$ cat config.mk
export PLATFORM = sky130hd
export DESIGN_NAME = srjb_ctrl
export DESIGN_NICKNAME = d
export VERILOG_FILES = /design/src/rtl/srjb_pkg.sv /design/src/rtl/srjb_ctrl.sv
export SDC_FILE = /design/constraint.sdc
export NUM_CORES = 1
export LEC_CHECK = 0
export ABC_AREA = 1
export BUFFER_PORTS_ARGS = -buffer_cell sky130_fd_sc_hd__buf_2
export CORE_UTILIZATION = 55
export CTS_CLUSTER_SIZE = 24
export DETAILED_ROUTE_END_ITERATION = 6
export GPL_TIMING_DRIVEN = 0
export HOLD_SLACK_MARGIN = 0.08
export PLACE_DENSITY = 0.85
export REMOVE_ABC_BUFFERS = 1
export SLEW_MARGIN = 15
export SYNTH_ARGS = -nofsm -noshare
export SYNTH_HDL_FRONTEND = slang
export SYNTH_SLANG_ARGS = --single-unit
$ cat constraint.sdc
create_clock -name clock -period 19.2 [get_ports clock]
set_clock_uncertainty 0.15 [all_clocks]
set_input_delay 5.76 -clock clock [delete_from_list [all_inputs] [get_ports clock]]
set_output_delay 5.76 -clock clock [all_outputs]
set_load 0.005 [all_outputs]
$ cat src/rtl/srjb_pkg.sv
// srjb_pkg: shared types and constants for the sequence reorder jitter buffer
// used by srjb_cell, srjb_ctrl and sequence_reorder_jitter_buffer
// no dependencies

package srjb_pkg;

   // sizing
   localparam int SLOT_COUNT  = 32;
   localparam int HANDLE_BITS = 32;
   localparam int SEQ_BITS    = 16;
   localparam int PORT_HANDLE_BITS = 32;
   localparam int STORE_BITS  = (HANDLE_BITS < PORT_HANDLE_BITS) ? HANDLE_BITS
                                                                 : PORT_HANDLE_BITS;
   localparam int COUNT_BITS  = $clog2(SLOT_COUNT + 1);
   localparam int LIMIT_BITS  = 6;
   localparam int OCC_BITS    = 6;
   localparam logic [LIMIT_BITS-1:0] LIMIT_RESET = LIMIT_BITS'(32);

   // request operation codes
   typedef enum logic [1:0] {
      OP_PUSH  = 2'd0,
      OP_POP   = 2'd1,
      OP_DRAIN = 2'd2,
      OP_FLUSH = 2'd3
   } op_type;

   // result status codes
   typedef enum logic [2:0] {
      ST_FLUSHED        = 3'd0,
      ST_STORED         = 3'd1,
      ST_REPLACED       = 3'd2,
      ST_OLDEST_DROPPED = 3'd3,
      ST_NEW_DROPPED    = 3'd4,
      ST_IN_ORDER       = 3'd5,
      ST_FORCED         = 3'd6,
      ST_NONE_READY     = 3'd7
   } status_type;

   // per-cycle operation broadcast along the cell chain
   typedef enum logic [2:0] {
      CELL_HOLD,
      CELL_INSERT,
      CELL_INSERT_DROP,
      CELL_REPLACE,
      CELL_REMOVE
   } cell_op_type;

   typedef enum logic [1:0] {
      CTRL_IDLE,
      CTRL_DROP,
      CTRL_DRAIN
   } ctrl_state_type;

   typedef struct packed {
      cell_op_type           op;
      logic [SEQ_BITS-1:0]   key_seq;
      logic [STORE_BITS-1:0] key_handle;
   } cell_cmd_type;

   // what the controller sees of the chain
   typedef struct packed {
      logic [SEQ_BITS-1:0]   head_seq;
      logic [STORE_BITS-1:0] head_handle;
      logic                  lt_head;
      logic                  eq_head;
      logic                  eq_any;
   } chain_status_type;

endpackage

$ cat src/rtl/srjb_ctrl.sv
// srjb_ctrl: operation sequencer, occupancy, release tracking and result registers
// drives the command broadcast to the cell chain
// depends on srjb_pkg

module srjb_ctrl
   import srjb_pkg::*;
(
   input  logic                        clock,
   input  logic                        reset,
   input  logic                        start,
   output logic                        busy,
   input  logic [1:0]                  req_operation,
   input  logic [SEQ_BITS-1:0]         req_sequence_number,
   input  logic [PORT_HANDLE_BITS-1:0] req_payload_handle,
   input  logic                        csr_valid,
   output logic                        csr_ready,
   input  logic [LIMIT_BITS-1:0]       csr_packet_limit,
   input  chain_status_type            chain,
   output cell_cmd_type                cmd,
   output logic [COUNT_BITS-1:0]       count,
   output logic                        rsp_strobe,
   output logic                        rsp_packet_valid,
   output logic [SEQ_BITS-1:0]         rsp_released_sequence,
   output logic [PORT_HANDLE_BITS-1:0] rsp_released_handle,
   output logic [2:0]                  rsp_status,
   output logic [OCC_BITS-1:0]         rsp_occupancy,
   output logic                        rsp_last_result
);

   ctrl_state_type state_ff, state_in;
   logic [COUNT_BITS-1:0] count_ff, count_in;
   logic [SEQ_BITS-1:0]   last_seq_ff, last_seq_in;
   logic                  awaiting_ff, awaiting_in;
   logic [LIMIT_BITS-1:0] limit_ff;
   status_type            drop_status_ff, drop_status_in;

   // drain holds one release back until it knows whether another follows
   logic [SEQ_BITS-1:0]   pend_seq_ff, pend_seq_in;
   logic [STORE_BITS-1:0] pend_handle_ff, pend_handle_in;
   status_type            pend_status_ff, pend_status_in;
   logic [COUNT_BITS-1:0] pend_occ_ff, pend_occ_in;

   logic                  strobe_ff, strobe_in;
   logic                  valid_ff, valid_in;
   logic [SEQ_BITS-1:0]   rseq_ff, rseq_in;
   logic [STORE_BITS-1:0] rhandle_ff, rhandle_in;
   status_type            status_ff, status_in;
   logic [COUNT_BITS-1:0] occ_ff, occ_in;
   logic                  last_ff, last_in;

   logic                  accept;
   op_type                op;
   logic [COUNT_BITS-1:0] eff_limit;
   logic                  nonempty;
   logic [SEQ_BITS-1:0]   expected;
   logic                  in_order;
   logic                  forced;
   logic                  release_head;
   status_type            pop_status;
   logic [COUNT_BITS-1:0] count_dec;

   assign accept    = start && (state_ff == CTRL_IDLE);
   assign op        = op_type'(req_operation);
   assign busy      = (state_ff != CTRL_IDLE);
   // no limit write in the cycle a request is taken
   assign csr_ready = (state_ff == CTRL_IDLE) && !start;

   // limit above the slot count acts as the slot count
   always_comb begin
      if (int'(limit_ff) > SLOT_COUNT) begin
         eff_limit = COUNT_BITS'(SLOT_COUNT);
      end else begin
         eff_limit = COUNT_BITS'(limit_ff);
      end
   end

   // pop decision on the head slot
   assign nonempty     = (count_ff != '0);
   assign expected     = awaiting_ff ? chain.head_seq : last_seq_ff + SEQ_BITS'(1);
   assign in_order     = nonempty && (chain.head_seq == expected);
   assign forced       = nonempty && !in_order && (count_ff > (eff_limit >> 1));
   assign release_head = in_order || forced;
   assign pop_status   = in_order ? ST_IN_ORDER : ST_FORCED;
   assign count_dec    = count_ff - COUNT_BITS'(1);

   // next state
   always_comb begin
      state_in = state_ff;
      case (state_ff)
         CTRL_IDLE: begin
            if (accept && op == OP_PUSH && chain.eq_any && count_ff > eff_limit) begin
               state_in = CTRL_DROP;
            end else if (accept && op == OP_DRAIN && release_head) begin
               state_in = CTRL_DRAIN;
            end
         end
         CTRL_DROP: begin
            state_in = CTRL_IDLE;
         end
         CTRL_DRAIN: begin
            if (!release_head) begin
               state_in = CTRL_IDLE;
            end
         end
         default: begin
            state_in = CTRL_IDLE;
         end
      endcase
   end

   // chain command, bookkeeping and result values
   always_comb begin
      cmd.op         = CELL_HOLD;
      cmd.key_seq    = req_sequence_number;
      cmd.key_handle = STORE_BITS'(req_payload_handle);
      count_in       = count_ff;
      last_seq_in    = last_seq_ff;
      awaiting_in    = awaiting_ff;
      drop_status_in = drop_status_ff;
      pend_seq_in    = pend_seq_ff;
      pend_handle_in = pend_handle_ff;
      pend_status_in = pend_status_ff;
      pend_occ_in    = pend_occ_ff;
      strobe_in      = 1'b0;
      valid_in       = 1'b0;
      rseq_in        = '0;
      rhandle_in     = '0;
      status_in      = ST_NONE_READY;
      occ_in         = count_ff;
      last_in        = 1'b1;
      case (state_ff)
         CTRL_IDLE: begin
            if (accept) begin
               case (op)
                  OP_PUSH: begin
                     if (chain.eq_any) begin
                        cmd.op = CELL_REPLACE;
                        if (count_ff > eff_limit) begin
                           drop_status_in = chain.eq_head ? ST_NEW_DROPPED
                                                          : ST_OLDEST_DROPPED;
                        end else begin
                           strobe_in = 1'b1;
                           status_in = ST_REPLACED;
                        end
                     end else if (count_ff >= eff_limit) begin
                        // insert and drop the smallest in one shift
                        cmd.op    = CELL_INSERT_DROP;
                        strobe_in = 1'b1;
                        status_in = chain.lt_head ? ST_OLDEST_DROPPED : ST_NEW_DROPPED;
                     end else begin
                        cmd.op    = CELL_INSERT;
                        count_in  = count_ff + COUNT_BITS'(1);
                        strobe_in = 1'b1;
                        status_in = ST_STORED;
                        occ_in    = count_ff + COUNT_BITS'(1);
                     end
                  end
                  OP_POP: begin
                     strobe_in = 1'b1;
                     if (nonempty) begin
                        awaiting_in = 1'b0;
                     end
                     if (release_head) begin
                        cmd.op      = CELL_REMOVE;
                        count_in    = count_dec;
                        last_seq_in = chain.head_seq;
                        valid_in    = 1'b1;
                        rseq_in     = chain.head_seq;
                        rhandle_in  = chain.head_handle;
                        status_in   = pop_status;
                        occ_in      = count_dec;
                     end
                  end
                  OP_DRAIN: begin
                     if (nonempty) begin
                        awaiting_in = 1'b0;
                     end
                     if (release_head) begin
                        cmd.op         = CELL_REMOVE;
                        count_in       = count_dec;
                        last_seq_in    = chain.head_seq;
                        pend_seq_in    = chain.head_seq;
                        pend_handle_in = chain.head_handle;
                        pend_status_in = pop_status;
                        pend_occ_in    = count_dec;
                     end else begin
                        strobe_in = 1'b1;
                     end
                  end
                  OP_FLUSH: begin
                     count_in    = '0;
                     awaiting_in = 1'b1;
                     strobe_in   = 1'b1;
                     status_in   = ST_FLUSHED;
                     occ_in      = '0;
                  end
                  default: begin
                     cmd.op = CELL_HOLD;
                  end
               endcase
            end
         end
         CTRL_DROP: begin
            cmd.op    = CELL_REMOVE;
            count_in  = count_dec;
            strobe_in = 1'b1;
            status_in = drop_status_ff;
            occ_in    = count_dec;
         end
         CTRL_DRAIN: begin
            // show the held release, then take the next one if any
            strobe_in  = 1'b1;
            valid_in   = 1'b1;
            rseq_in    = pend_seq_ff;
            rhandle_in = pend_handle_ff;
            status_in  = pend_status_ff;
            occ_in     = pend_occ_ff;
            last_in    = !release_head;
            if (release_head) begin
               cmd.op         = CELL_REMOVE;
               count_in       = count_dec;
               last_seq_in    = chain.head_seq;
               pend_seq_in    = chain.head_seq;
               pend_handle_in = chain.head_handle;
               pend_status_in = pop_status;
               pend_occ_in    = count_dec;
            end
         end
         default: begin
            cmd.op = CELL_HOLD;
         end
      endcase
   end

   // control state
   always_ff @(posedge clock) begin
      if (reset) begin
         state_ff    <= CTRL_IDLE;
         count_ff    <= '0;
         last_seq_ff <= '0;
         awaiting_ff <= 1'b1;
         limit_ff    <= LIMIT_RESET;
         strobe_ff   <= 1'b0;
      end else begin
         state_ff    <= state_in;
         count_ff    <= count_in;
         last_seq_ff <= last_seq_in;
         awaiting_ff <= awaiting_in;
         strobe_ff   <= strobe_in;
         if (csr_valid && csr_ready) begin
            limit_ff <= csr_packet_limit;
         end
      end
   end

   // payload registers
   always_ff @(posedge clock) begin
      drop_status_ff <= drop_status_in;
      pend_seq_ff    <= pend_seq_in;
      pend_handle_ff <= pend_handle_in;
      pend_status_ff <= pend_status_in;
      pend_occ_ff    <= pend_occ_in;
      valid_ff       <= valid_in;
      rseq_ff        <= rseq_in;
      rhandle_ff     <= rhandle_in;
      status_ff      <= status_in;
      occ_ff         <= occ_in;
      last_ff        <= last_in;
   end

   assign count                 = count_ff;
   assign rsp_strobe            = strobe_ff;
   assign rsp_packet_valid      = valid_ff;
   assign rsp_released_sequence = rseq_ff;
   assign rsp_released_handle   = PORT_HANDLE_BITS'(rhandle_ff);
   assign rsp_status            = status_ff;
   assign rsp_occupancy         = OCC_BITS'(occ_ff);
   assign rsp_last_result       = last_ff;

   // occupancy never passes the number of slots
   assert property (@(posedge clock) disable iff (reset)
      int'(count_ff) <= SLOT_COUNT)
      else $error("occupancy above slot count");

   // a drain only continues after the first release has been synchronized
   assert property (@(posedge clock) disable iff (reset)
      (state_ff == CTRL_DRAIN) |-> !awaiting_ff)
      else $error("drain while awaiting first release");

   // flush empties the chain
   assert property (@(posedge clock) disable iff (reset)
      (accept && op == OP_FLUSH) |=> (count_ff == '0 && awaiting_ff))
      else $error("flush did not empty the buffer");

   // a released packet is always in order or forced
   assert property (@(posedge clock) disable iff (reset)
      (strobe_ff && valid_ff) |-> (status_ff == ST_IN_ORDER || status_ff == ST_FORCED))
      else $error("release with wrong status");

   // the deferred drop always ends in a result the next cycle
   assert property (@(posedge clock) disable iff (reset)
      (state_ff == CTRL_DROP) |=> (strobe_ff && state_ff == CTRL_IDLE))
      else $error("deferred drop lost its result");

endmodule

Word-level counts from Yosys, hierarchy flattened
Index checks and enable logic that the tools add are counted.

Add/sub/neg operators: 3. $lt $le $gt $ge: 4. Eq/ne operators: 12. Multiplexer cells: 71. Reduce and logical (&&, ||, !) cells: 31.

Operators by type and width (count): $mux 32 (6); $mux 16 (10); $pmux 32 s2 (2); $pmux 16 s2 (3); $pmux 6 s3 (4); $mux 6 (9); $mux 3 (11); $pmux 3 s3 (3); $add 16x1->16 const B (1); $eq 16x16->1 (1); $mux 2 (7); $pmux 3 s2 (2); $pmux 6 s2 (1); $logic_and 1x1->1 (11); $mux 1 (8); $add 6x1->6 const B (1); $eq 2x2->1 const B (3); $ge 6x6->1 (1); $gt 6x5->1 (1); $gt 6x6->1 (1); $gt 6x6->1 const B (1); $ne 2x2->1 const B (3); $pmux 1 s2 (3); $reduce_and 3->1 (2); 16 further kinds (26).

Bits in registers: 151. Bits of input ports: 111. Output and inout port bits: 119. Logic and storage cells: 138.

Logic depth before layout (Yosys ltp)
Depth in word-level cells: 12. Gate-level depth with buffers: 19. Gate-level depth less buffers: 18.

Worst setup path before layout
No wires, ideal clock.

Path kind: input to output. Start point: input chain[42] (netlist bit). End point: output cmd[50] (netlist bit). Arrival time: 6.938 ns. Data required time: 13.290 ns. Path slack: 6.352 ns. Stages: 16. Buffers on the path: 1. Cell sequence: inv_1 nand2_1 nand2_1 inv_1 nand2_1 nand2_1 nor2_1 nand2_1 nor2_1 nand2_1 o21bai_4 nand2_4 nand2_4 buf_6 a21oi_1 nor2_1.

RTL lines: from (decl) (RTL line srjb_ctrl.sv:18) `input chain_status_type chain,`; to (decl) (RTL line srjb_ctrl.sv:19) `output cell_cmd_type cmd,`.

==> impl_metrics.yaml <==
critical_path:
  slowest_delay_ps: 190
  worstSetupPathType: "in -> out"
  endpoint_kind: "output port"
  worst-path-buf-inv: 3
  worst-endpoint-arrival_ps: 7580
  start_kind: "input port"
  required_ps: 13290
  critPathMaxFanout: 12
  crit_family: "simple AND/OR/NAND/NOR gates"
  cp_slowest_cell: "o21bai_4"
  crit_chain: "buf_2 -> inv_1 -> nand2_1 -> nand2_1 -> nor2_1 -> nand2_1 -> nor2_1 -> nand3_1 -> nor2_1 -> nand2_1 -> o21bai_4 -> nand2_4 -> nand2_4 -> a21oi_1 -> nor2_1 -> buf_2"
sta:
  finalCriticalPeriod_ps: 13490
  fin_crit_sh_pct: 70.3
  relSlewSlack_pct: 30.0
  worst_pin_slew_ps: 1050
  setup_tns_ps: 0
  max_freq_mhz: 74.1
  slew_violations: 0
  rsz0062_at_grt: "no"
  timing_hold_violations_final: 0
  setup_viol: 0
  setup_ws_ps: 5710
finish:
  finalNetCount: 1082
  fill_cells: 1109
  diodes: 0
  drive_gt1_share_pct: 21.8
  area_growth_pct: 14.4
  seq_area_um2: 3560
  finalNonFillerCells: 1132
  design_area_um2: 8250
  multiInputGateArea_um2: 2740
logic_synthesis:
  synth_simple_gate_area_share_pct: 19.9
  synth.distinct_cells: 33
  netlist_area_um2: 7210
  syn-instance-count: 857
  synth_fa_ha_area_share_pct: 4.16
  synth-seq-cells: 149
  synth-compound-area-share_pct: 12.0
  yosysWarningCount: 0
  synth_mux_area_share_pct: 0
  seq_area_frac_synth_pct: 49.4
  synth_top_family_by_area: "simple AND/OR/NAND/NOR gates"
  syn_avg_cell_area_um2: 8.41
  synthXorXnorAreaFrac_pct: 1.70
clocking:
  cts_buffers: 17
  cts_resized: 0
  cts_root_buf: "clkbuf_16"
  hold_buffers: 0
  clk_pin_slew_ps: 60
  cts_max_level: 4
  cts.sinks: 149
  cts_tree: "built"
  insertion_delay_ps: 430
  post_cts_buffers: 0
  cts_max_path_buffers: 2
grt:
  track_usage_pct: 28.8
  antenna_found_initial: 0
  grt_overflow_total: 0
  grt_pass1_vias: 5629
  grt_max_degree: 67
  grt_pass1_wl_um: 28900
floorplan:
  die-area_um2: 13600
  placementRows: 41
  num_io_pins: 230
  fp.dieW_um: 117
  start_util_pct: 56.7
  core_um2: 12700
  dieHeight_um: 117
place:
  dp_cells: 1100
  place_ws_ps: 5810
  hpwl_um: 13200
  gp_congestion: 0.963
  portBuffers: 133
  place_area_um2: 7690
route:
  wire_per_inst_um: 16.5
  drc: 0
  vias: 6019
  drtIter0Drc: 606
  antenna_left: 0
  vias_per_cell: 5.32
  first_pass_iters: 5
  totalWireLength_um: 18700
power_and_ir_drop:
  power_mw: 1.25
  leakagePower_nw: 3.83
  powerDensity_nw_per_um2: 151
  ir_drop_v: 0.0000721
outcome:
  outcome: "finished clean"
run:
  max_cap_violations: 0
worst_hold_path:
  hp-class: "reg -> reg"
-- metal layers --
layer	global-route usage [%]	wire length [um]	vias up
met1	35.1	7730	2721
met4	10.9	397	2
li1	-	-	2924
met5	4.81	40	-
met3	16.0	2570	41
met2	41.8	7940	331
-- final cells by class --
type | instances | area share [%]
Clock inverter | 14 | 1.46
Clock buffer | 18 | 5.32
Sequential cell | 149 | 43.2
Multi-Input combinational cell | 520 | 33.2
Timing Repair Buffer | 143 | 8.92
Tap cell | 172 | 2.61
Inverter | 116 | 5.28
-- cell families (layout without fill, tap and decap cells) --
logic type,Yosys count,in the layout
buffers and inverters,188,291
AO/OA/AOI/OAI,148,148
adder cells (fa/ha/maj),24,24
XOR/XNOR,14,14
flip-flops,149,149
AND/OR/NAND/NOR,334,334
-- cell usage after synthesis --
master / n / area share (%)
nand4_1: 5 / 0.43
inv_1: 116 / 6.0
ha_1: 24 / 4.2
o21ai_2: 16 / 1.9
dfxtp_1: 91 / 25
nor4_1: 2 / 0.17
nor2_4: 4 / 0.62
buf_6: 5 / 0.78
a21oi_1: 54 / 3.7
o21bai_1: 2 / 0.21
xnor2_1: 5 / 0.61
a2111o_1: 1 / 0.16
a31oi_1: 1 / 0.087
buf_4: 48 / 5.0
nand2_4: 3 / 0.47
a21oi_2: 4 / 0.49
nor2_1: 39 / 2.0
o211ai_1: 3 / 0.31
and2_1: 1 / 0.087
a221oi_1: 2 / 0.24
o21ai_0: 62 / 4.3
nand3_1: 67 / 4.7
o311ai_0: 1 / 0.12
edfxtp_1: 58 / 24
nor3_1: 5 / 0.35
o21bai_4: 1 / 0.26
clkbuf_1: 19 / 0.99
nand2_1: 203 / 11
a21boi_0: 1 / 0.10
xor2_1: 9 / 1.1
nand3_2: 2 / 0.28
nor3b_1: 1 / 0.10
nand2_2: 2 / 0.17
-- per-stage QoR --
stage,utilization [%],hold slack (ps)
3_3_place_gp,59.8,275
5_1_grt,64.9,306
3_5_place_dp,60.5,283
6_report,64.9,293
2_1_floorplan,-,272
4_1_cts,64.9,297
-- final timing paths --
check / startpoint / to / slack [ps] / cells after the start
worst max-delay path: chain[36] / cmd[50] / 5710 / 16
worst min-delay path: pend_handle_ff[3]$_DFFE_PP_ / rsp_released_handle[3]$_DFF_P_ / 290 / 2
worst max register to register: count[0]$_SDFFE_PP0P_ / rsp_released_sequence[4]$_DFF_P_ / 15120 / 11
worst min register to register: pend_handle_ff[3]$_DFFE_PP_ / rsp_released_handle[3]$_DFF_P_ / 290 / 2
-- sequential cells by signal, summed over array words and instances, names as in the netlist, 3 cells and up --
signal and cells:
rsp_occupancy 6, rsp_status 3, last_seq_ff 16, pend_occ_ff 6, pend_handle_ff 32, rsp_released_handle 32
rsp_released_sequence 16, limit_ff 6, pend_seq_ff 16, count 6
-- power by group --
| group | switching, mW | leakage [nW] | internal [mW] | total (mW) |
|---|---|---|---|---|
| combinational | 0.297 | 2.29 | 0.157 | 0.454 |
| clock | 0.140 | 0.271 | 0.172 | 0.312 |
| sequential | 0.0438 | 1.27 | 0.440 | 0.484 |
-- worst reg2reg max path, cell delays in order (launching register included) --
cell	delay (ps)
dfxtp_1	480
inv_1	250
ha_1	260
inv_1	50
a21oi_1	50
o21ai_0	170
a21oi_1	80
o21ai_0	320
nand2_1	320
nand2_4	280
nand3_2	820
o21ai_0	690
-- layout by cell type, fill, tap and decap left out, types with 3 or more instances in the layout --
cell	instances
nand4_1	5
clkinv_2	3
nand2_4	3
nor3_1	5
nand3_1	67
nor2_1	39
o211ai_1	3
dfxtp_1	91
a21oi_2	4
inv_1	116
a21oi_1	54
nor2_4	4
inv_6	5
xnor2_1	5
clkinvlp_4	3
o21ai_2	16
xor2_1	9
clkbuf_16	17
nand2_1	203
buf_2	135
ha_1	23
o21ai_0	62
edfxtp_1	58
buf_4	8
Note: power is estimated with default switching activity, not from simulation.
