`src/rtl/srjb_pkg.sv`:
```
// srjb_pkg: shared types and constants for the sequence reorder jitter buffer
// used by srjb_cell, srjb_ctrl and sequence_reorder_jitter_buffer
// no dependencies

package srjb_pkg;

   // sizing
   localparam int SLOT_COUNT  = 32;
   localparam int HANDLE_BITS = 32;
   localparam int SEQ_BITS    = 16;
   localparam int PORT_HANDLE_BITS = 32;
   localparam int STORE_BITS  = (HANDLE_BITS < PORT_HANDLE_BITS) ? HANDLE_BITS
                                                                 : PORT_HANDLE_BITS;
   localparam int COUNT_BITS  = $clog2(SLOT_COUNT + 1);
   localparam int LIMIT_BITS  = 6;
   localparam int OCC_BITS    = 6;
   localparam logic [LIMIT_BITS-1:0] LIMIT_RESET = LIMIT_BITS'(32);

   // request operation codes
   typedef enum logic [1:0] {
      OP_PUSH  = 2'd0,
      OP_POP   = 2'd1,
      OP_DRAIN = 2'd2,
      OP_FLUSH = 2'd3
   } op_type;

   // result status codes
   typedef enum logic [2:0] {
      ST_FLUSHED        = 3'd0,
      ST_STORED         = 3'd1,
      ST_REPLACED       = 3'd2,
      ST_OLDEST_DROPPED = 3'd3,
      ST_NEW_DROPPED    = 3'd4,
      ST_IN_ORDER       = 3'd5,
      ST_FORCED         = 3'd6,
      ST_NONE_READY     = 3'd7
   } status_type;

   // per-cycle operation broadcast along the cell chain
   typedef enum logic [2:0] {
      CELL_HOLD,
      CELL_INSERT,
      CELL_INSERT_DROP,
      CELL_REPLACE,
      CELL_REMOVE
   } cell_op_type;

   typedef enum logic [1:0] {
      CTRL_IDLE,
      CTRL_DROP,
      CTRL_DRAIN
   } ctrl_state_type;

   typedef struct packed {
      cell_op_type           op;
      logic [SEQ_BITS-1:0]   key_seq;
      logic [STORE_BITS-1:0] key_handle;
   } cell_cmd_type;

   // what the controller sees of the chain
   typedef struct packed {
      logic [SEQ_BITS-1:0]   head_seq;
      logic [STORE_BITS-1:0] head_handle;
      logic                  lt_head;
      logic                  eq_head;
      logic                  eq_any;
   } chain_status_type;

endpackage

```
`src/rtl/srjb_cell.sv`:
```
// srjb_cell: one slot of the sorted chain, holds a sequence number and handle
// compares against the broadcast key and trades entries with its neighbors
// depends on srjb_pkg

module srjb_cell
   import srjb_pkg::*;
(
   input  logic                  clock,
   input  cell_cmd_type          cmd,
   input  logic                  occupied,
   input  logic                  left_lt,
   input  logic [SEQ_BITS-1:0]   left_seq,
   input  logic [STORE_BITS-1:0] left_handle,
   input  logic                  right_lt,
   input  logic [SEQ_BITS-1:0]   right_seq,
   input  logic [STORE_BITS-1:0] right_handle,
   output logic [SEQ_BITS-1:0]   seq,
   output logic [STORE_BITS-1:0] handle,
   output logic                  lt,
   output logic                  eq
);

   logic [SEQ_BITS-1:0]   seq_ff, seq_in;
   logic [STORE_BITS-1:0] handle_ff, handle_in;

   // key compare, only meaningful for occupied slots
   assign lt = occupied && (seq_ff < cmd.key_seq);
   assign eq = occupied && (seq_ff == cmd.key_seq);

   // slot update
   always_comb begin
      seq_in    = seq_ff;
      handle_in = handle_ff;
      case (cmd.op)
         CELL_INSERT: begin
            if (!lt) begin
               if (left_lt) begin
                  seq_in    = cmd.key_seq;
                  handle_in = cmd.key_handle;
               end else begin
                  seq_in    = left_seq;
                  handle_in = left_handle;
               end
            end
         end
         CELL_INSERT_DROP: begin
            if (right_lt) begin
               seq_in    = right_seq;
               handle_in = right_handle;
            end else if (lt) begin
               seq_in    = cmd.key_seq;
               handle_in = cmd.key_handle;
            end
         end
         CELL_REPLACE: begin
            if (eq) begin
               handle_in = cmd.key_handle;
            end
         end
         CELL_REMOVE: begin
            seq_in    = right_seq;
            handle_in = right_handle;
         end
         default: begin
            seq_in    = seq_ff;
            handle_in = handle_ff;
         end
      endcase
   end

   always_ff @(posedge clock) begin
      seq_ff    <= seq_in;
      handle_ff <= handle_in;
   end

   assign seq    = seq_ff;
   assign handle = handle_ff;

endmodule

```
`config.mk`:
```
export PLATFORM = sky130hd
export DESIGN_NAME = srjb_cell
export DESIGN_NICKNAME = d
export VERILOG_FILES = /design/src/rtl/srjb_pkg.sv /design/src/rtl/srjb_cell.sv
export SDC_FILE = /design/constraint.sdc
export NUM_CORES = 1
export LEC_CHECK = 0
export ABC_AREA = 0
export ABC_CLOCK_PERIOD_IN_PS = 4450
export BUFFER_PORTS_ARGS = -buffer_cell sky130_fd_sc_hd__buf_4
export CAP_MARGIN = 10
export CELL_PAD_IN_SITES_DETAIL_PLACEMENT = 1
export CELL_PAD_IN_SITES_GLOBAL_PLACEMENT = 1
export CORE_MARGIN = 2
export CORE_UTILIZATION = 29
export DETAILED_ROUTE_END_ITERATION = 10
export PLACE_DENSITY_LB_ADDON = 0.15
export SYNTH_ARGS = -nofsm -noshare
export SYNTH_HDL_FRONTEND = slang
export SYNTH_SLANG_ARGS = --single-unit
```
`constraint.sdc`:
```
create_clock -name clock -period 4.45 [get_ports clock]
set_clock_uncertainty 0.2 [all_clocks]
set_input_delay 0.445 -clock clock [delete_from_list [all_inputs] [get_ports clock]]
set_output_delay 0.445 -clock clock [all_outputs]
set_load 0.01 [all_outputs]
```
* Word-level counts from Yosys, hierarchy flattened
Cells that the tools add are included.
Widths: inputs -> output; s select.
** Storage, ports and cells
- Flip-flop bits (word level) :: 48
- Bits in latches :: 0
- ROM bits :: 0
- Input port bits :: 151
- Output and inout port bits :: 50
- Logic and storage cells :: 28
- Memory bits (writable) :: 0
- Memories kept :: 0
** Operators by class
- Multipliers :: 0
- Add/subtract/negate cells :: 0
- Multiplexer cells :: 11
- Equality and inequality tests :: 8
- Div/mod/pow operators :: 0
- Order comparisons :: 1
- Reductions and logical operators :: 6
- Shift-type cells :: 0
- Bitwise gates (word level) :: 0
** Operators with widths (count)
- $mux 32 :: 5
- $pmux 32 s4 :: 1
- $mux 16 :: 4
- $pmux 16 s3 :: 1
- $eq 16x16->1 :: 1
- $lt 16x16->1 :: 1
- $eq 3x2->1 const B :: 2
- $ne 2x2->1 const B :: 2
- $reduce_and 4->1 :: 1
- $reduce_bool 4->1 :: 1
- $eq 3x1->1 const B :: 1
- $eq 3x3->1 const B :: 1
- $ne 3x3->1 const B :: 1
- $reduce_and 3->1 :: 1
- $reduce_bool 3->1 :: 1
- $logic_and 1x1->1 :: 2

* Logic depth before layout (Yosys ltp)
Gate-level depths: netlist (run 1).
- Depth in word-level cells :: 5
- Gate-level depth with buffers :: 7
- Mapped depth without buffers :: 7

* Least setup slack after synthesis (run 1)
Ideal clock, no wire load.
- Path kind :: input port to flip-flop
- Start point :: input cmd[46] (netlist name)
- End point :: register handle_ff[0], in the netlist handle[0], enable pin
- Setup slack :: 315 ps
- Library setup time :: 435 ps
- Stages :: 7
- Data arrival time :: 3500 ps
- Cell sequence :: inv_1 > ha_1 > nand4_1 > or4_4 > nor3_4 > o32ai_1 > mux2i_1
** On the way
- Word-level cells in the longest chain between the ends :: 4
** Ends and longest elaborated chain
- from (decl) :: line srjb_cell.sv:9 : input cell_cmd_type cmd,
- $eq 16x16->1 :: line srjb_cell.sv:28 : assign eq = occupied && (seq_ff == cmd.key_seq);
- $logic_and 1x1->1 :: line srjb_cell.sv:28
- named net eq :: line srjb_cell.sv:20 : output logic eq
- $ne 2x2->1 (no source line)
- $reduce_and 4->1 (no source line)
- to (signal assigned) :: line srjb_cell.sv:73 : handle_ff <= handle_in;
- to (decl) :: line srjb_cell.sv:24 : logic [STORE_BITS-1:0] handle_ff, handle_in;
The timed path passes the listed nets, and every way through them passes these cells.
A chain may end at the register's enable or synchronous reset.

* Worst setup path in the final report (run 1)
- Start point :: register seq_ff[11], in the netlist seq[11]
- End point :: register handle_ff[26], in the netlist handle[26], enable pin
** On the way
- Word-level cells in the longest chain between the ends :: 4
** Ends and longest elaborated chain
- from (decl) :: line srjb_cell.sv:23 : logic [SEQ_BITS-1:0] seq_ff, seq_in;
- from (signal assigned) :: line srjb_cell.sv:72 : seq_ff <= seq_in;
- $lt 16x16->1 / $eq 16x16->1 (equally long branches) :: line srjb_cell.sv:27, srjb_cell.sv:28
- $logic_and 1x1->1 (on tied branches) :: line srjb_cell.sv:27, srjb_cell.sv:28
- $ne 3x3->1 (no source line) / $ne 2x2->1 (equally long branches)
- $reduce_and 4->1 (no source line) *
Mark *: on every way between the ends. The rest lies on a longest branch, timed or not.

==> results of run 1 <==
==> metrics by stage <==
step / setup WS, ns / total power, uW / utilization / instance area (sq um) / instances
6_report: 1.47 / 1250 / 0.489 / 4500 / 555
5_1_grt: 1.32 / 1320 / 0.489 / 4500 / 555
4_1_cts: 1.43 / 1270 / 0.489 / 4500 / 555
3_5_place_dp: 1.28 / 962 / 0.477 / 4390 / 547
3_3_place_gp: 1.35 / 950 / 0.477 / 4390 / 547
2_1_floorplan: 0.315 / 738 / - / 2730 / 244
==> area by class of cell <==
class	instances	share of cell area
Inverter	67	0.0559
Clock inverter	2	0.00779
Clock buffer	6	0.0161
Multi-Input combinational cell	115	0.225
Sequential cell	48	0.321
Tap cell	111	0.0309
Timing Repair Buffer	206	0.344
==> per-layer routing <==
| metal | GRT usage | vias up | share of wire |
|---|---|---|---|
| li1 | - | 1343 | - |
| met5 | 0 | - | 0 |
| met3 | 0.0569 | 4 | 0.091 |
| met4 | 0.0364 | 0 | 0.0074 |
| met1 | 0.179 | 1328 | 0.35 |
| met2 | 0.345 | 128 | 0.55 |
==> power by group <==
part | total [uW] | switching, uW | internal, uW
Clock | 307 | 140 | 167
Combinational | 372 | 174 | 198
Sequential | 572 | 15.6 | 557
Total | 1250 | 330 | 922
==> path summary, 6_finish.rpt <==
| check | start | cells after the start | slack [ns] | endpoint |
|---|---|---|---|---|
| worst max-delay path | seq[11] | 7 | 1.47 | handle[26] |
| worst min-delay path | right_seq[3] | 3 | 0.22 | seq[3] |
| worst max register to register | seq[11] | 7 | 1.47 | handle[26] |
| worst min register to register | seq[15] | 5 | 1.04 | seq[15] |
==> state kept, by name, summed over array words and instances (netlist names) <==
register and count:
seq 16, handle 32
==> cells by family after synthesis <==
| family | count (synthesis) | share of synthesized area |
|---|---|---|
| adder cells (fa/ha/maj) | 16 | 0.0733 |
| flip-flops | 48 | 0.527 |
| AND/OR/NAND/NOR | 29 | 0.0618 |
| AO/OA/AOI/OAI | 68 | 0.216 |
| buffers and inverters | 81 | 0.114 |
| multiplexers | 2 | 0.00733 |
==> layout by cell type (no fill, tap or decap), types with 2 or more instances in the layout <==
cell type,Yosys,final
sky130_fd_sc_hd__a21oi_1,13,13
sky130_fd_sc_hd__a222oi_1,48,48
sky130_fd_sc_hd__buf_4,0,206
sky130_fd_sc_hd__clkbuf_8,0,5
sky130_fd_sc_hd__edfxtp_1,48,48
sky130_fd_sc_hd__ha_1,16,16
sky130_fd_sc_hd__inv_1,66,66
sky130_fd_sc_hd__nand2_1,6,6
sky130_fd_sc_hd__nand2b_1,4,4
sky130_fd_sc_hd__nand3_1,2,2
sky130_fd_sc_hd__nand4_1,2,2
sky130_fd_sc_hd__nor2_1,7,6
sky130_fd_sc_hd__nor2b_1,2,2
sky130_fd_sc_hd__o21ai_0,2,2
sky130_fd_sc_hd__o21ai_1,2,2
==> synth_stat cells, drive strengths merged <==
| library cell | number | area share |
|---|---|---|
| o32ai | 1 | 0.0032 |
| mux2i | 2 | 0.0073 |
| o21bai | 1 | 0.0027 |
| nand4b | 1 | 0.0055 |
| nor2b | 2 | 0.0046 |
| a21oi | 14 | 0.027 |
| inv | 67 | 0.092 |
| nor2 | 7 | 0.0096 |
| nand3 | 2 | 0.0037 |
| edfxtp | 48 | 0.53 |
| ha | 16 | 0.073 |
| o21ai | 4 | 0.0073 |
| nand3b | 1 | 0.0027 |
| nand2 | 6 | 0.0082 |
| or4 | 1 | 0.0041 |
| buf | 6 | 0.011 |
| clkbuf | 8 | 0.011 |
| nor3 | 3 | 0.0096 |
| nand2b | 4 | 0.0092 |
| a222oi | 48 | 0.18 |
| nand4 | 2 | 0.0046 |
==> critical path, stage by stage (launching register included) <==
cell and delay (ns):
sky130_fd_sc_hd__edfxtp_1 0.41, sky130_fd_sc_hd__ha_1 0.33, sky130_fd_sc_hd__nand4_1 0.16, sky130_fd_sc_hd__or4_4 0.57, sky130_fd_sc_hd__a21oi_1 0.12, sky130_fd_sc_hd__nand4b_2 0.21, sky130_fd_sc_hd__mux2i_4 0.24, sky130_fd_sc_hd__buf_4 0.38
==> results.md, run 1 <==
- Starting density of the core: 0.297
- Number of endpoints failing setup at the final stage: 0
- Distinct cell type count of the synthesized netlist: 25
- IR Drop Worst-Case VDD: 123 uV
- Remaining global-route overflow: 0
- Lkg Pwr: around 0.0022 uW
- Routed Wire Length: approximately 9.4 mm
- Required time worst endpoint: around 4.2 ns
- DIE WIDTH: ~100 um
- Antenna-violating nets left: 0
- Worst-path fanout max: 32
- Vias post-DR: ~2800
- Share of the clock period used by the worst path: 0.669
- Slew at the pin closest to its max-slew limit: roughly 1.2 ns
- Remaining max-slew budget at the tightest pin: 0.188
- Placed wire-length estimate after detailed placement: 7.52 mm
- Synth Warn #: 0
- Average wire per standard cell: ~17 um
- Die height: 101 um
- Number of resized instances in the post-cts repair step: 0
- Post-synthesis sequential area ratio: 0.527
- Kind of end point of the critical path: flip-flop
- Setup repair after global routing missed its margin: no
- Max Root-Sink Buffers: 2
- Root buffer selected by CTS: sky130_fd_sc_hd__clkbuf_8
- Fraction of final layout cells with drive strength greater than 1: 0.500
- Number of global-route vias before repair: approximately 2900
- Number of buffers added to fix hold violations after cts: 0
- Nature of the critical path startpoint: flip-flop
- Io pins: 201
- Clock tree from TritonCTS: built
- Layout overhead on the synthesized area: 64.6%
- Synth Instances: roughly 240
- Total of buffers placed on input and output ports: 200
- Multi-input gate area in the final layout: around 1000 sq um
- Clock transition at the registers of the reported paths: ~0.09 ns
- Run status: finished, final reports clean
- Pin count of the biggest net entering global routing: 35
- Syn avg cell area: ~11 sq um
- Number of CTS-inserted buffers: 5
- Global-route usage over all layers: 0.176
- Pins over their slew limit: 0
- Maximum operating frequency: approximately 340 MHz
- Hold slack: approximately 0.22 ns
- Total nets after synthesis: between 400 and 500
- Critical Path AT: between 2 and 3 ns
- Type of the most critical hold path: in -> reg
- Nets@finish: 610
- Power density over cell area: between 200 and 300 nW/um^2
- Reported max-cap violation count: 0
- H-tree levels: 2
- Final Wtd Congestion: between 0.7 and 0.8
- Final antenna diode count: 0
- Drt via density: 5.05
- Global-route wire length before repair: between 10 and 15 mm
- Register area: roughly 1400 sq um
- Critical path start-end classification: reg -> reg
- #FFs+latches synth: between 40 and 50
- Filler Cells Inserted: around 1100
- Die area: approximately 10000 sq um
- Core area: approximately 9200 sq um
- Initial DRC count: 170
- TritonCTS Sinks: 48
- Clk_lat worst skew: approximately 0.29 ns
- Total Neg Setup Slack: 0 ns
- Final Hold Viols: 0
- Cell row count: 35
- Number of antenna violations at the first check in global routing: 0
- First-pass DRT Iterations: 6
- Count of unresolved DRC violations after routing: 0
- Summed instance area of the synthesized netlist: 2730 sq um
- Buffers inserted by post-CTS timing repair: 0
- Crit path time final: around 3 ns
Power figures use the tool's default switching activity.
==> inputs of run 2 (changes only) <==
ABC_CLOCK_PERIOD_IN_PS = 2850   (was 4450)
clock period = 2.85 ns   (was 4.45 ns; I/O delays follow)
==> run 2 against run 1 <==
Against the previous run:
- utilization is 1.4 points higher
- routed wire length is 0.57% higher
- via count hardly changed
- design area is 2.9% higher
- register-to-register slack worse by 1.4 ns
- worst setup slack worse by 1.4 ns
- global-route usage is 0.40 points higher
- critical path type unchanged
==> results.md, run 2 (same netlist as run 1, synthesis figures left out) <==
- Run status: finished, final reports clean
- Count of unresolved DRC violations after routing: 0 (unchanged)
- TritonCTS Sinks: 48 (unchanged)
- Cell with the biggest individual delay on the critical path: sky130_fd_sc_hd__or4_4
- Final Hold Viols: 0 (unchanged)
- Critical Path Stages: 7 (unchanged)
- Chain of cells forming the critical path: ha_4, nand4_1, or4_4, a21oi_2, nand4b_4, mux2i_4, buf_12
- Placed wire-length estimate after detailed placement: 7.55 mm (+0.45%)
- Drt via density: 5.02 (-0.61%)
- Nets@finish: 613 (+0.49%)
- Clock tree from TritonCTS: built
- Worst-path fanout max: 16 (-50%)
- Required time worst endpoint: 2.66 ns (-1.54 ns)
- Number of CTS-inserted buffers: 5 (unchanged)
- Remaining max-slew budget at the tightest pin: 0.581 (+0.393)
- DIE WIDTH: 101 um (unchanged)
- Total of buffers placed on input and output ports: 200 (unchanged)
- Share of the clock period used by the worst path: 0.961 (+0.293)
- Layout overhead on the synthesized area: 69.3%
- Most frequent standard cell in the layout excluding fill and tap cells: sky130_fd_sc_hd__buf_4
- Initial DRC count: 185 (+8.8%)
- Fraction of final layout cells with drive strength greater than 1: 0.517 (+0.0168)
- Setup repair after global routing missed its margin: yes
- Clock transition at the registers of the reported paths: 0.09 ns (about the same)
- Vias post-DR: 2801 (-0.071%)
- Cell row count: 35 (unchanged)
- Die height: 101 um (unchanged)
- Lkg Pwr: 0.00225 uW (+1.2%)
- Crit path launch: seq[9]
- Type of the most critical hold path: in -> reg
- Final Wtd Congestion: 0.782 (+1.0%)
- Slew at the pin closest to its max-slew limit: 0.626 ns (-0.587 ns)
- Setup slack of the worst register-to-register path: 0.11 ns (-1.36 ns)
- Global-route usage over all layers: 0.180 (+0.00401)
- Number of buffers added to fix hold violations after cts: 0 (unchanged)
- Root buffer selected by CTS: sky130_fd_sc_hd__clkbuf_8
- Crit path time final: 2.74 ns (-0.236 ns)
- Min setup slack post-route: 0.110 ns (-1.36 ns)
- Kind of end point of the critical path: flip-flop
- Core area: 9200 sq um (unchanged)
- H-tree levels: 2 (unchanged)
- Pin count of the biggest net entering global routing: 33 (-5.7%)
- Average wire per standard cell: 16.9 um (about the same)
- Buffers inserted by post-CTS timing repair: 0 (unchanged)
- Io pins: 201 (unchanged)
- Maximum operating frequency: 365 MHz (+8.6%)
- Final antenna diode count: 0 (unchanged)
- Critical path start-end classification: reg -> reg
- Pins over their slew limit: 0 (unchanged)
- Non-filler cells, final: 558 (+0.54%)
- Count of cells along the worst register-to-register path: 7 (unchanged)
- Number of endpoints failing setup at the final stage: 0 (unchanged)
- Remaining global-route overflow: 0 (unchanged)
- Largest register FFs: 32 (unchanged)
- Antenna-violating nets left: 0 (unchanged)
- Worst hold stages: 3 (unchanged)
- Power density over cell area: 430 nW/um^2 (+54%)
- Nature of the critical path startpoint: flip-flop
- Global-route wire length before repair: 14.3 mm (+3.1%)
- Critical Path AT: 2.55 ns (-0.18 ns)
- Number of antenna violations at the first check in global routing: 0 (unchanged)
- Worst setup slack after placement: 0.0919 ns (-1.19 ns)
- Clk_lat worst skew: 0.29 ns (about the same)
- Max Root-Sink Buffers: 2 (unchanged)
- Routed Wire Length: 9.42 mm (+0.57%)
- Largest delay share family, worst path: simple AND/OR/NAND/NOR gates
- Starting density of the core: 0.297 (unchanged)
- Reported max-cap violation count: 0 (unchanged)
- R2r endpoint: handle[16]
- IR Drop Worst-Case VDD: 171 uV (+38%)
- Commonest cells after routing, fill and taps aside: sky130_fd_sc_hd__buf_4, sky130_fd_sc_hd__inv_1, sky130_fd_sc_hd__a222oi_1, sky130_fd_sc_hd__edfxtp_1
- First-pass DRT Iterations: 7 (+1)
- End of the critical path: handle[16]
- Buffers & Inverters on Critical Path: 1 (unchanged)
- Number of resized instances in the post-cts repair step: 0 (unchanged)
- RR Startpoint: seq[9]
- Die area: 10200 sq um (unchanged)
- Cell Count Post-Placement: 549 (+0.37%)
- Number of global-route vias before repair: 3030 (+5.7%)
- Delay of the slowest cell on the worst path: 0.57 ns (about the same)
-- run 2: cell count changes in the layout (fill, tap and decap cells not counted) --
cell	delta
sky130_fd_sc_hd__ha_1	-4
sky130_fd_sc_hd__ha_4	+4
sky130_fd_sc_hd__buf_12	+3
sky130_fd_sc_hd__a21oi_1	-1
sky130_fd_sc_hd__a21oi_2	+1
sky130_fd_sc_hd__buf_4	-1
sky130_fd_sc_hd__buf_6	+1
sky130_fd_sc_hd__clkbuf_1	-1
sky130_fd_sc_hd__clkinvlp_4	+1
sky130_fd_sc_hd__nand4b_2	-1
sky130_fd_sc_hd__nand4b_4	+1
-- run 2: power breakdown --
part           leakage [uW]  internal (uW)  total, uW  switching, uW
logic               0.00174            333        609            275
clock network     0.0000541            260        486            226
registers          0.000454            869        894           25.4
total               0.00225           1460       1990            527
-- run 2: worst min-delay path by stage --
stage	start	slack (ns)	to
after floorplan	left_handle[0]	0.28	handle[0]
after global placement	left_handle[7]	0.36	handle[7]
after detailed placement	right_seq[5]	0.37	seq[5]
after CTS	left_handle[8]	0.05	handle[8]
after global routing	left_handle[27]	0.06	handle[27]
final	left_handle[6]	0.06	handle[6]
-- run 2: stage by stage --
step           utilization  total power, uW  setup TNS [ns]  instance area (sq um)  hold WS (ns)
2_1_floorplan            -             1160           -5.72                   2790         0.275
3_3_place_gp         0.487             1510               0                   4480         0.365
3_5_place_dp         0.487             1520               0                   4480         0.367
4_1_cts              0.499             2010               0                   4590        0.0527
5_1_grt              0.503             2100         -0.0853                   4630        0.0619
6_report             0.503             1990               0                   4630        0.0638
-- run 2: worst register-to-register path, cell delays in order (launching register included) --
cell and delay (ns):
sky130_fd_sc_hd__edfxtp_1 0.44, sky130_fd_sc_hd__ha_4 0.30, sky130_fd_sc_hd__nand4_1 0.13, sky130_fd_sc_hd__or4_4 0.57, sky130_fd_sc_hd__a21oi_2 0.12, sky130_fd_sc_hd__nand4b_4 0.19, sky130_fd_sc_hd__mux2i_4 0.32, sky130_fd_sc_hd__buf_12 0.19
-- run 2: metal layers --
layer	wire length [um]	part of all wire	global-route usage	vias up
met2	5160	0.55	0.341	133
met5	0	0	0	-
met4	44	0.0047	0.0447	0
li1	-	-	-	1353
met3	898	0.095	0.0576	2
met1	3310	0.35	0.191	1313
-- run 2: final cells by class --
cell class                      instances  area, sq um
Fill cell                            1048         4570
Timing Repair Buffer                  209         1610
Sequential cell                        48         1440
Multi-Input combinational cell        115         1070
Inverter                               67          251
Tap cell                              111          139
Clock buffer                            5         68.8
Clock inverter                          3         42.5
